[config.mk]
export PLATFORM = sky130hd
export DESIGN_NAME = fha_alu
export DESIGN_NICKNAME = d
export VERILOG_FILES = /design/src/rtl/fha_pkg.sv /design/src/rtl/fha_alu.sv
export SDC_FILE = /design/constraint.sdc
export NUM_CORES = 1
export LEC_CHECK = 0
export BUFFER_PORTS_ARGS = -buffer_cell sky130_fd_sc_hd__buf_2
export CAP_MARGIN = 5
export CELL_PAD_IN_SITES_DETAIL_PLACEMENT = 0
export CELL_PAD_IN_SITES_GLOBAL_PLACEMENT = 1
export CORE_ASPECT_RATIO = 1.1
export CORE_MARGIN = 8
export CORE_UTILIZATION = 34
export DETAILED_ROUTE_END_ITERATION = 6
export PLACE_DENSITY = 0.85
export SYNTH_ARGS = -nofsm -noshare
export SYNTH_HDL_FRONTEND = slang
export SYNTH_SLANG_ARGS = --single-unit
[constraint.sdc]
create_clock -name vclk -period 5.7
set_clock_uncertainty 0.1 [all_clocks]
set_input_delay 1.14 -clock vclk [all_inputs]
set_output_delay 1.14 -clock vclk [all_outputs]
set_load 0.02 [all_outputs]
[src/rtl/fha_pkg.sv]
// Package for the first-fit heap allocator: request and result structs,
// status and operation codes, defaults and the shared unit's operation type.
// No dependencies.
package fha_pkg;

  localparam int HEAP_BYTES_DEF    = 32768;
  localparam int GRANULE_BYTES_DEF = 8;

  localparam logic [15:0] STEP_RESET = 16'd8192;
  localparam logic [16:0] LIMIT_MAX  = 17'h1FFFF;

  localparam logic [1:0] ST_OK   = 2'd0;
  localparam logic [1:0] ST_FAIL = 2'd1;
  localparam logic [1:0] ST_ZERO = 2'd2;

  localparam logic FUNC_ALLOC = 1'b0;
  localparam logic FUNC_FREE  = 1'b1;

  typedef struct packed {
    logic        func;
    logic [15:0] size_bytes;
    logic [14:0] free_offset;
  } in_req_t;

  typedef struct packed {
    logic [1:0]  status;
    logic [14:0] address;
    logic [14:0] used_total;
    logic [16:0] usage_limit;
    logic        pressure;
  } out_res_t;

  typedef enum logic {
    ALU_ADD,
    ALU_SUB
  } alu_op_t;

endpackage

[src/rtl/fha_alu.sv]
// Shared add/subtract unit that steps the soft usage limit.
// Depends on fha_pkg.
module fha_alu import fha_pkg::*; #(
  parameter int W = 19
) (
  input  alu_op_t        op,
  input  logic [W-1:0]   a,
  input  logic [W-1:0]   b,
  output logic [W-1:0]   res
);

  always_comb begin
    case (op)
      ALU_ADD: res = a + b;
      ALU_SUB: res = a - b;
      default: res = a + b;
    endcase
  end

endmodule

; Word level (Yosys, flattened, before mapping)
; Index checks and enable logic that the tools add are counted.
[classes]
n_addsub = 2
mux = 1
bitwise_logic = 1
[op_table]
columns = cell, n
row1 = $pmux 19 s2, 1
row2 = $add 19x19->19, 1
row3 = $sub 19x19->19, 1
row4 = $not 1->1, 1
[word_totals]
regBits = 0
in_bits = 39
out_inout_bits = 19
elab_cells = 4

; Logic depth before layout (Yosys ltp)
; Gate-level depths: netlist (run 1).
[logic_depth]
word_depth = 2
depth_mapped = 13

; Worst setup path before layout (run 1)
; Ideal clock, no wire load.
[synth_path]
kind = input to output
start = input port b[4]
end = output port res[16]
arrival_ns = 3.857
required_ns = 4.460
setup_slack_ns = 0.603
stages = 10
path_cell_list = or4_4 > nor4_1 > a31oi_1 > xnor2_1 > ha_1 > nand4_1 > or2_2 > o31ai_1 > a21oi_1 > xnor2_1
[synth_between]
elab_chain_len = 2
word_cells_on_any_way = 3
[synth_rtl]
columns = element, line
row1 = start: declaration, fha_alu.sv:8  ; input logic [W-1:0] b,
row2 = $sub 19x19->19 / $add 19x19->19 (equally long branches), n/a
row3 = $pmux 19 s2 (*), fha_alu.sv:13  ; case (op)
row4 = end: declaration, fha_alu.sv:9  ; output logic [W-1:0] res
; Every way passes the cells marked *; elsewhere a longest branch is shown, timed or not.

; Worst setup path after layout (run 1)
[layout_path]
start = input port b[10]
end = output port res[18]
; Same word-level chain as after synthesis.

==> summary.txt, run 1 <==
Synthesis
  – Ys Warns: 0
  – Distinct cell type count after synthesis: 42
  – Seq/Total Area, Yosys: 0%
  – Top-area cell type share of the netlist area: 18.6%
  – Syn avg cell area: 7.04 µm²
  – Top cells by area, synth: ha_1 (19%), xnor2_1 (19%), a21oi_1 (9.8%)
  – Synth area leader: ha_1
  – Synth top cells by count: xnor2_1 (27), a21oi_1 (25), ha_1 (19)
  – Top-count cell post-synth: xnor2_1
  – Cell area after synthesis: 0.00127 mm²
  – Synthesized instance count: 181
  – Net Count, Synth: 240

Timing
  – Worst slew pin tran: 0.460 ns
  – RSZ-0062 raised after global routing: no
  – Final Hold Fails: 0
  – F_max: 188 MHz
  – Tcrit/Tclk final: 93.6%
  – Setup tns final: 0 ns
  – Slew HR: 69.0%
  – Final setup viols: 0
  – Slew Limit Fails: 0
  – Fin crit period: 5.33 ns

Setup path
  – Worst Setup Start Kind: input pin
  – Crit Path Max Fanout: 6
  – CP max stage delay: 0.54 ns
  – Worst path cell trace: buf_2 -> or4_4 -> or4_4 -> and2b_2 -> a21oi_1 -> xnor2_1 -> ha_1 -> a21o_1 -> a21o_1 -> a221oi_1 -> xnor2_1 -> buf_2
  – Crit path max-delay family: simple AND/OR/NAND/NOR gates
  – CP Capture Type: output pin
  – CP arrival: 4.09 ns
  – CP required: 4.46 ns
  – Slowest-stage cell, CP: or4_4
  – Critical path buffers and inverters: 2
  – Setup CP Type: input pin to output pin

Placed design
  – RePlAce Congestion: 0.896
  – I/O Buffers: 58
  – Detailed placement HPWL: 3270 µm

Global routing
  – Initial antenna violation count: 0
  – Pin count of the biggest net entering global routing: 19
  – Total track usage: 12.0%
  – Congestion Overflow GR: 0
  – Vias in the first global route: 1491
  – First-pass GRT wire length: 6050 µm

Pwr
  – Leakage: 0.768 nW
  – Peak VDD IR: 0.0845 mV
  – Pwr Density: 181 mW/mm²

Cells and area
  – Share of layout cells above drive strength 1: 29.7%
  – Final Core Density: 45.2%
  – Seq cells: 0
  – Clock buf count: 0
  – Synth-to-layout area growth: 28.6%
  – Final #Nets: 300
  – Diodes inserted: 0
  – Register area: 0 µm²

Detailed routing
  – Residual DRC: 0
  – Detailed Route WL: 3670 µm
  – Via count: 1500
  – Per-cell routed wire length: 12.7 µm
  – ANT nets after route: 0
  – Initial DRC Count: 53
  – Vias/cell: 5.19
  – First-pass iteration count of the detailed router: 4

Floorplanning
  – Die X: 74.4 µm
  – Core footprint: 0.00363 mm²
  – Initial Utilization: 35.2%
  – Ports: 58
  – Row Count: 23
  – Die area: 0.00597 mm²
  – Height of the die: 80.2 µm

Job
  – Max_cap viols: 0

Min path
  – Class of the worst hold path: input pin to output pin

CTS
  – CTS resizes: 0
  – Hold-fix buffers, CTS: 0
  – Postcts setup bufs: 0

Run status
  – Outcome: complete, no violations
## logic make-up (layout without fill, tap and decap cells)
group / Yosys count / in the layout / share of synthesized area (%)
XOR/XNOR: 32 / 32 / 22.6
AND/OR/NAND/NOR: 53 / 53 / 22.8
AO/OA/AOI/OAI: 61 / 61 / 29.5
adder cells (fa/ha/maj): 20 / 20 / 20.2
multiplexers: 1 / 1 / 0.785
buffers and inverters: 14 / 72 / 4.12
## final timing paths
path,cells after the start,to,from
max,12,res[18],b[10]
min,4,res[0],b[0]
## worst min-delay path, cell delays in order
cell	delay (ns)
buf_2	0.12
ha_1	0.12
inv_1	0.03
buf_2	0.15
## metrics by stage
step                      worst slack [ns]  area (µm²)  total power, mW  hold slack, ns  instances
after floorplan                      0.603        1270            0.210            2.36        181
after global placement               0.347        1640            0.301            2.59        289
after detailed placement             0.345        1640            0.300            2.59        289
after CTS                            0.340        1640            0.301            2.60        289
after global routing                 0.165        1640            0.328            2.62        289
final                                0.367        1640            0.297            2.60        289
## final cells by class
class                      count  area (µm²)
multi-input combinational    167        1220
timing repair buffer          61         313
inverter                      11        41.3
tap                           50        62.6
fill                         397        1990
## report_power, final
| group | internal, mW | switching, mW | total [mW] |
|---|---|---|---|
| logic | 0.122 | 0.175 | 0.297 |
| clock network | 0 | 0 | 0 |
| registers | 0 | 0 | 0 |
| total | 0.122 | 0.175 | 0.297 |
## placed cells by master, fill, tap and decap left out, types with 2 or more instances in the layout
cell type,Yosys,final
xor2_1,4,4
nor2_1,17,17
o211ai_1,2,2
a31oi_1,5,5
ha_1,19,19
nand3_1,2,2
nand2b_1,2,2
nand2_1,9,9
nor3_1,7,7
inv_1,11,11
a21oi_1,25,25
o21a_1,3,3
buf_4,0,3
or4_4,3,3
nor2b_1,3,3
o31ai_1,2,2
o21ai_0,9,9
buf_2,0,58
nand4_1,2,2
o21bai_1,2,2
a21o_1,4,4
xnor2_1,27,27
## layer usage
| metal | global-route usage (%) | wire length, µm | up-vias |
|---|---|---|---|
| li1 | - | - | 782 |
| met1 | 12.9 | 1420 | 660 |
| met2 | 23.6 | 1870 | 56 |
| met3 | 2.99 | 362 | 2 |
| met4 | 0.588 | 18 | 0 |
| met5 | 0 | 0 | - |
No activity file was read; power rests on OpenSTA's default activity.
==> run 2: changes to the inputs <==
--- a/config.mk
+++ b/config.mk
@@ -5,7 +5,7 @@
 export SDC_FILE = /design/constraint.sdc
 export NUM_CORES = 1
 export LEC_CHECK = 0
-export BUFFER_PORTS_ARGS = -buffer_cell sky130_fd_sc_hd__buf_2
+export BUFFER_PORTS_ARGS = -buffer_cell sky130_fd_sc_hd__buf_4
 export CAP_MARGIN = 5
 export CELL_PAD_IN_SITES_DETAIL_PLACEMENT = 0
 export CELL_PAD_IN_SITES_GLOBAL_PLACEMENT = 1
@@ -14,6 +14,7 @@
 export CORE_UTILIZATION = 34
 export DETAILED_ROUTE_END_ITERATION = 6
 export PLACE_DENSITY = 0.85
+export SLEW_MARGIN = 20
 export SYNTH_ARGS = -nofsm -noshare
 export SYNTH_HDL_FRONTEND = slang
 export SYNTH_SLANG_ARGS = --single-unit
==> summary.txt, run 2 (synthesis results as in run 1) <==
Timing
  – Slew Limit Fails: 0 (unchanged)
  – Slew HR: 67.9% (-1.1 points)
  – Fin crit period: 5.29 ns (-0.0426 ns)
  – RSZ-0062 raised after global routing: no
  – Final Hold Fails: 0 (unchanged)
  – Tcrit/Tclk final: 92.8% (-0.75 points)
  – Setup tns final: 0 ns (unchanged)
  – Final setup viols: 0 (unchanged)
  – Worst slew pin tran: 0.477 ns (+0.0170 ns)
  – F_max: 189 MHz (+0.81%)

Detailed routing
  – Per-cell routed wire length: 13.2 µm (+3.7%)
  – Vias/cell: 5.02 (-3.2%)
  – ANT nets after route: 0 (unchanged)
  – Via count: 1452 (-3.2%)
  – First-pass iteration count of the detailed router: 4 (unchanged)
  – Residual DRC: 0 (unchanged)
  – Detailed Route WL: 3800 µm (+3.7%)
  – Initial DRC Count: 69 (+30%)

Floorplanning
  – Height of the die: 80.2 µm (unchanged)
  – Ports: 58 (unchanged)
  – Initial Utilization: 35.2% (unchanged)
  – Core footprint: 0.00363 mm² (unchanged)
  – Die area: 0.00597 mm² (unchanged)
  – Die X: 74.4 µm (unchanged)
  – Row Count: 23 (unchanged)

Global routing
  – Vias in the first global route: 1461 (-2.0%)
  – Total track usage: 12.0% (about the same)
  – Pin count of the biggest net entering global routing: 19 (unchanged)
  – Congestion Overflow GR: 0 (unchanged)
  – First-pass GRT wire length: 6170 µm (+1.9%)
  – Initial antenna violation count: 0 (unchanged)

Setup path
  – CP Capture Type: output pin
  – Worst Setup Start Kind: input pin
  – Crit Path Max Fanout: 7 (+1)
  – CP required: 4.46 ns (about the same)
  – Setup CP Type: input pin to output pin
  – CP arrival: 4.05 ns (-0.04 ns)

CTS
  – Hold-fix buffers, CTS: 0 (unchanged)
  – Postcts setup bufs: 0 (unchanged)
  – CTS resizes: 0 (unchanged)

Cells and area
  – Final #Nets: 300 (unchanged)
  – Share of layout cells above drive strength 1: 29.7% (unchanged)
  – Register area: 0 µm² (unchanged)
  – Commonest non-fill, non-tap cell in the layout: buf_4
  – Diodes inserted: 0 (unchanged)
  – Final Core Density: 49.2% (+4.0 points)
  – Clock buf count: 0 (unchanged)
  – Synth-to-layout area growth: 39.9%
  – Most frequent cells in the layout: buf_4 (61), xnor2_1 (27), a21oi_1 (25)
  – Seq cells: 0 (unchanged)

Run status
  – Outcome: complete, no violations

Pwr
  – Leakage: 0.818 nW (+6.6%)
  – Peak VDD IR: 0.0793 mV (-6.2%)
  – Pwr Density: 186 mW/mm² (+2.5%)

Job
  – Max_cap viols: 0 (unchanged)

Placed design
  – RePlAce Congestion: 0.834 (-7.0%)
  – Detailed placement HPWL: 3360 µm (+2.6%)
  – I/O Buffers: 58 (unchanged)

Min path
  – Class of the worst hold path: input pin to output pin
==> run 2: cell counts in the layout (fill, tap and decap cells not counted) <==
Identical to the previous run, type by type.
==> run 2: metrics by stage <==
stage	hold WS (ns)	instances	worst slack (ns)	power [mW]	cell area, µm²
6_report	2.57	289	0.410	0.331	1780
4_1_cts	2.58	289	0.403	0.336	1780
3_5_place_dp	2.57	289	0.407	0.334	1780
5_1_grt	2.59	289	0.269	0.362	1780
2_1_floorplan	2.36	181	0.603	0.210	1270
3_3_place_gp	2.57	289	0.400	0.334	1780
==> run 2: area by class of cell <==
type	count	area, µm²
fillers	405	1840
multi-input cells	167	1220
repair buffers	61	458
well taps	50	62.6
inverters	11	41.3
==> run 2: path summary, 6_finish.rpt <==
path	startpoint	endpoint	slack (ns)	cells past startpoint
worst max-delay path	b[4]	res[18]	0.41	14
worst min-delay path	b[0]	res[0]	2.57	4
==> run 2: critical path, cell delays in order <==
cell	delay, ns
buf_4	0.12
or4_4	0.53
nor4_1	0.19
buf_4	0.18
a21oi_1	0.08
xnor2_1	0.13
ha_1	0.36
a21oi_1	0.32
o211ai_1	0.16
nand2_1	0.09
o21ai_1	0.10
a221oi_1	0.33
xnor2_1	0.16
buf_4	0.16
==> run 2: power breakdown <==
group	switching [mW]	internal, mW	total, mW	leakage, nW
sequential	0	0	0	0
combinational	0.179	0.153	0.331	0.818
clock	0	0	0	0
==> run 2: per-layer routing <==
metal  vias up  global-route usage, %  routed length, µm
met2        34                   23.2               1940
met4         0                  0.588                 17
met5         -                      0                  0
li1        781                      -                  -
met1       635                   13.5               1610
met3         2                   2.37                240
==> run 3: changes to the inputs <==
--- a/config.mk
+++ b/config.mk
@@ -9,7 +9,6 @@
 export CAP_MARGIN = 5
 export CELL_PAD_IN_SITES_DETAIL_PLACEMENT = 0
 export CELL_PAD_IN_SITES_GLOBAL_PLACEMENT = 1
-export CORE_ASPECT_RATIO = 1.1
 export CORE_MARGIN = 8
 export CORE_UTILIZATION = 34
 export DETAILED_ROUTE_END_ITERATION = 6
==> summary.txt, run 3 (synthesis results as in run 1) <==
Run status
  – Outcome: complete, no violations

Global routing
  – Congestion Overflow GR: 0 (unchanged)
  – Total track usage: 12.3% (+0.24 points)
  – Vias in the first global route: 1514 (+3.6%)
  – Initial antenna violation count: 0 (unchanged)
  – First-pass GRT wire length: 6530 µm (+5.8%)
  – Gr busiest metal: met2
  – Met2 global-route usage: 22.4% (-0.80 points)
  – Met1 Resource Use GR: 14.6% (+1.0 points)
  – Grt met3 use: 2.91% (+0.55 points)
  – Pin count of the biggest net entering global routing: 19 (unchanged)

Cells and area
  – Final Core Density: 49.0% (-0.17 points)
  – Share of layout cells above drive strength 1: 29.7% (unchanged)
  – Final #Nets: 300 (unchanged)
  – Synth-to-layout area growth: 39.7%
  – Diodes inserted: 0 (unchanged)
  – Register area: 0 µm² (unchanged)
  – Clock buf count: 0 (unchanged)
  – Most frequent cells in the layout: buf_4 (61), xnor2_1 (27), a21oi_1 (25)
  – Seq cells: 0 (unchanged)
  – Commonest non-fill, non-tap cell in the layout: buf_4

Timing
  – F_max: 189 MHz (-0.20%)
  – Slew Limit Fails: 0 (unchanged)
  – RSZ-0062 raised after global routing: no
  – WHS: 2.58 ns (+0.00506 ns)
  – Final setup viols: 0 (unchanged)
  – Worst slew pin tran: 0.466 ns (-0.0105 ns)
  – Setup tns final: 0 ns (unchanged)
  – Slew HR: 68.6% (+0.71 points)
  – Tcrit/Tclk final: 93.0% (+0.19 points)
  – Fin crit period: 5.30 ns (+0.0108 ns)
  – Final Hold Fails: 0 (unchanged)

CTS
  – Postcts setup bufs: 0 (unchanged)
  – Hold-fix buffers, CTS: 0 (unchanged)
  – CTS resizes: 0 (unchanged)

Setup path
  – CP Capture Type: output pin
  – Setup CP Type: input pin to output pin
  – CP required: 4.46 ns (about the same)
  – Crit Path Max Fanout: 6 (-1)
  – CP arrival: 4.06 ns (about the same)
  – Worst Setup Start Kind: input pin

Detailed routing
  – Via count: 1477 (+1.7%)
  – Vias/cell: 5.15 (+2.4%)
  – Per-cell routed wire length: 13.4 µm (+1.8%)
  – Detailed Route WL: 3850 µm (+1.1%)
  – First-pass iteration count of the detailed router: 4 (unchanged)
  – ANT nets after route: 0 (unchanged)
  – Residual DRC: 0 (unchanged)
  – Initial DRC Count: 53 (-23%)

Placed design
  – I/O Buffers: 58 (unchanged)
  – RePlAce Congestion: 0.825 (-1.1%)
  – Detailed placement HPWL: 3400 µm (+1.4%)

Min path
  – Class of the worst hold path: input pin to output pin

Floorplanning
  – Core footprint: 0.00363 mm² (+0.21%)
  – Die X: 77.2 µm (+3.8%)
  – Initial Utilization: 35.1% (-0.073 points)
  – Row Count: 22 (-4.3%)
  – Height of the die: 77.2 µm (-3.7%)
  – Ports: 58 (unchanged)
  – Die area: 0.00597 mm² (about the same)

Pwr
  – Leakage: 0.818 nW (unchanged)
  – Pwr Density: 186 mW/mm² (+0.38%)
  – Peak VDD IR: 0.0903 mV (+14%)
  – Tot Pwr: 0.332 mW (+0.24%)

Job
  – Max_cap viols: 0 (unchanged)
run 3: cell counts in the layout (fill, tap and decap cells not counted):
No cell type changed its count.
run 3: report_power, final:
| group | switching (mW) | internal, mW | total (mW) |
|---|---|---|---|
| logic | 0.179 | 0.153 | 0.332 |
| clock network | 0 | 0 | 0 |
| registers | 0 | 0 | 0 |
| total | 0.179 | 0.153 | 0.332 |
run 3: worst paths after layout:
| kind | startpoint | endpoint | cells past startpoint |
|---|---|---|---|
| setup / recovery | b[10] | res[18] | 12 |
| hold / removal | a[1] | res[1] | 3 |
run 3: cell type report:
class                      instances  area [µm²]
multi-input combinational        167        1220
tap                               48        60.1
timing repair buffer              61         458
inverter                          11        41.3
fill                             397        1850
run 3: critical path, cell delays in order:
cell and delay (ns):
buf_4 0.13, or4_4 0.54, or4_4 0.45, and2b_2 0.24
a21oi_1 0.07, xnor2_1 0.19, ha_1 0.33, a21o_1 0.19
a21o_1 0.17, a221oi_1 0.29, xnor2_1 0.16, buf_4 0.16
run 3: per-stage QoR:
step | instance area, µm² | instances | worst slack (ns)
floorplan | 1270 | 181 | 0.603
finish | 1780 | 287 | 0.399
CTS | 1780 | 287 | 0.390
global route | 1780 | 287 | 0.183
detailed placement | 1780 | 287 | 0.395
global placement | 1780 | 287 | 0.346
run 3: metal layers:
metal	vias up	routed length, µm
met5	-	0
met4	0	29
met3	2	303
met2	53	1930
met1	643	1590
li1	779	-
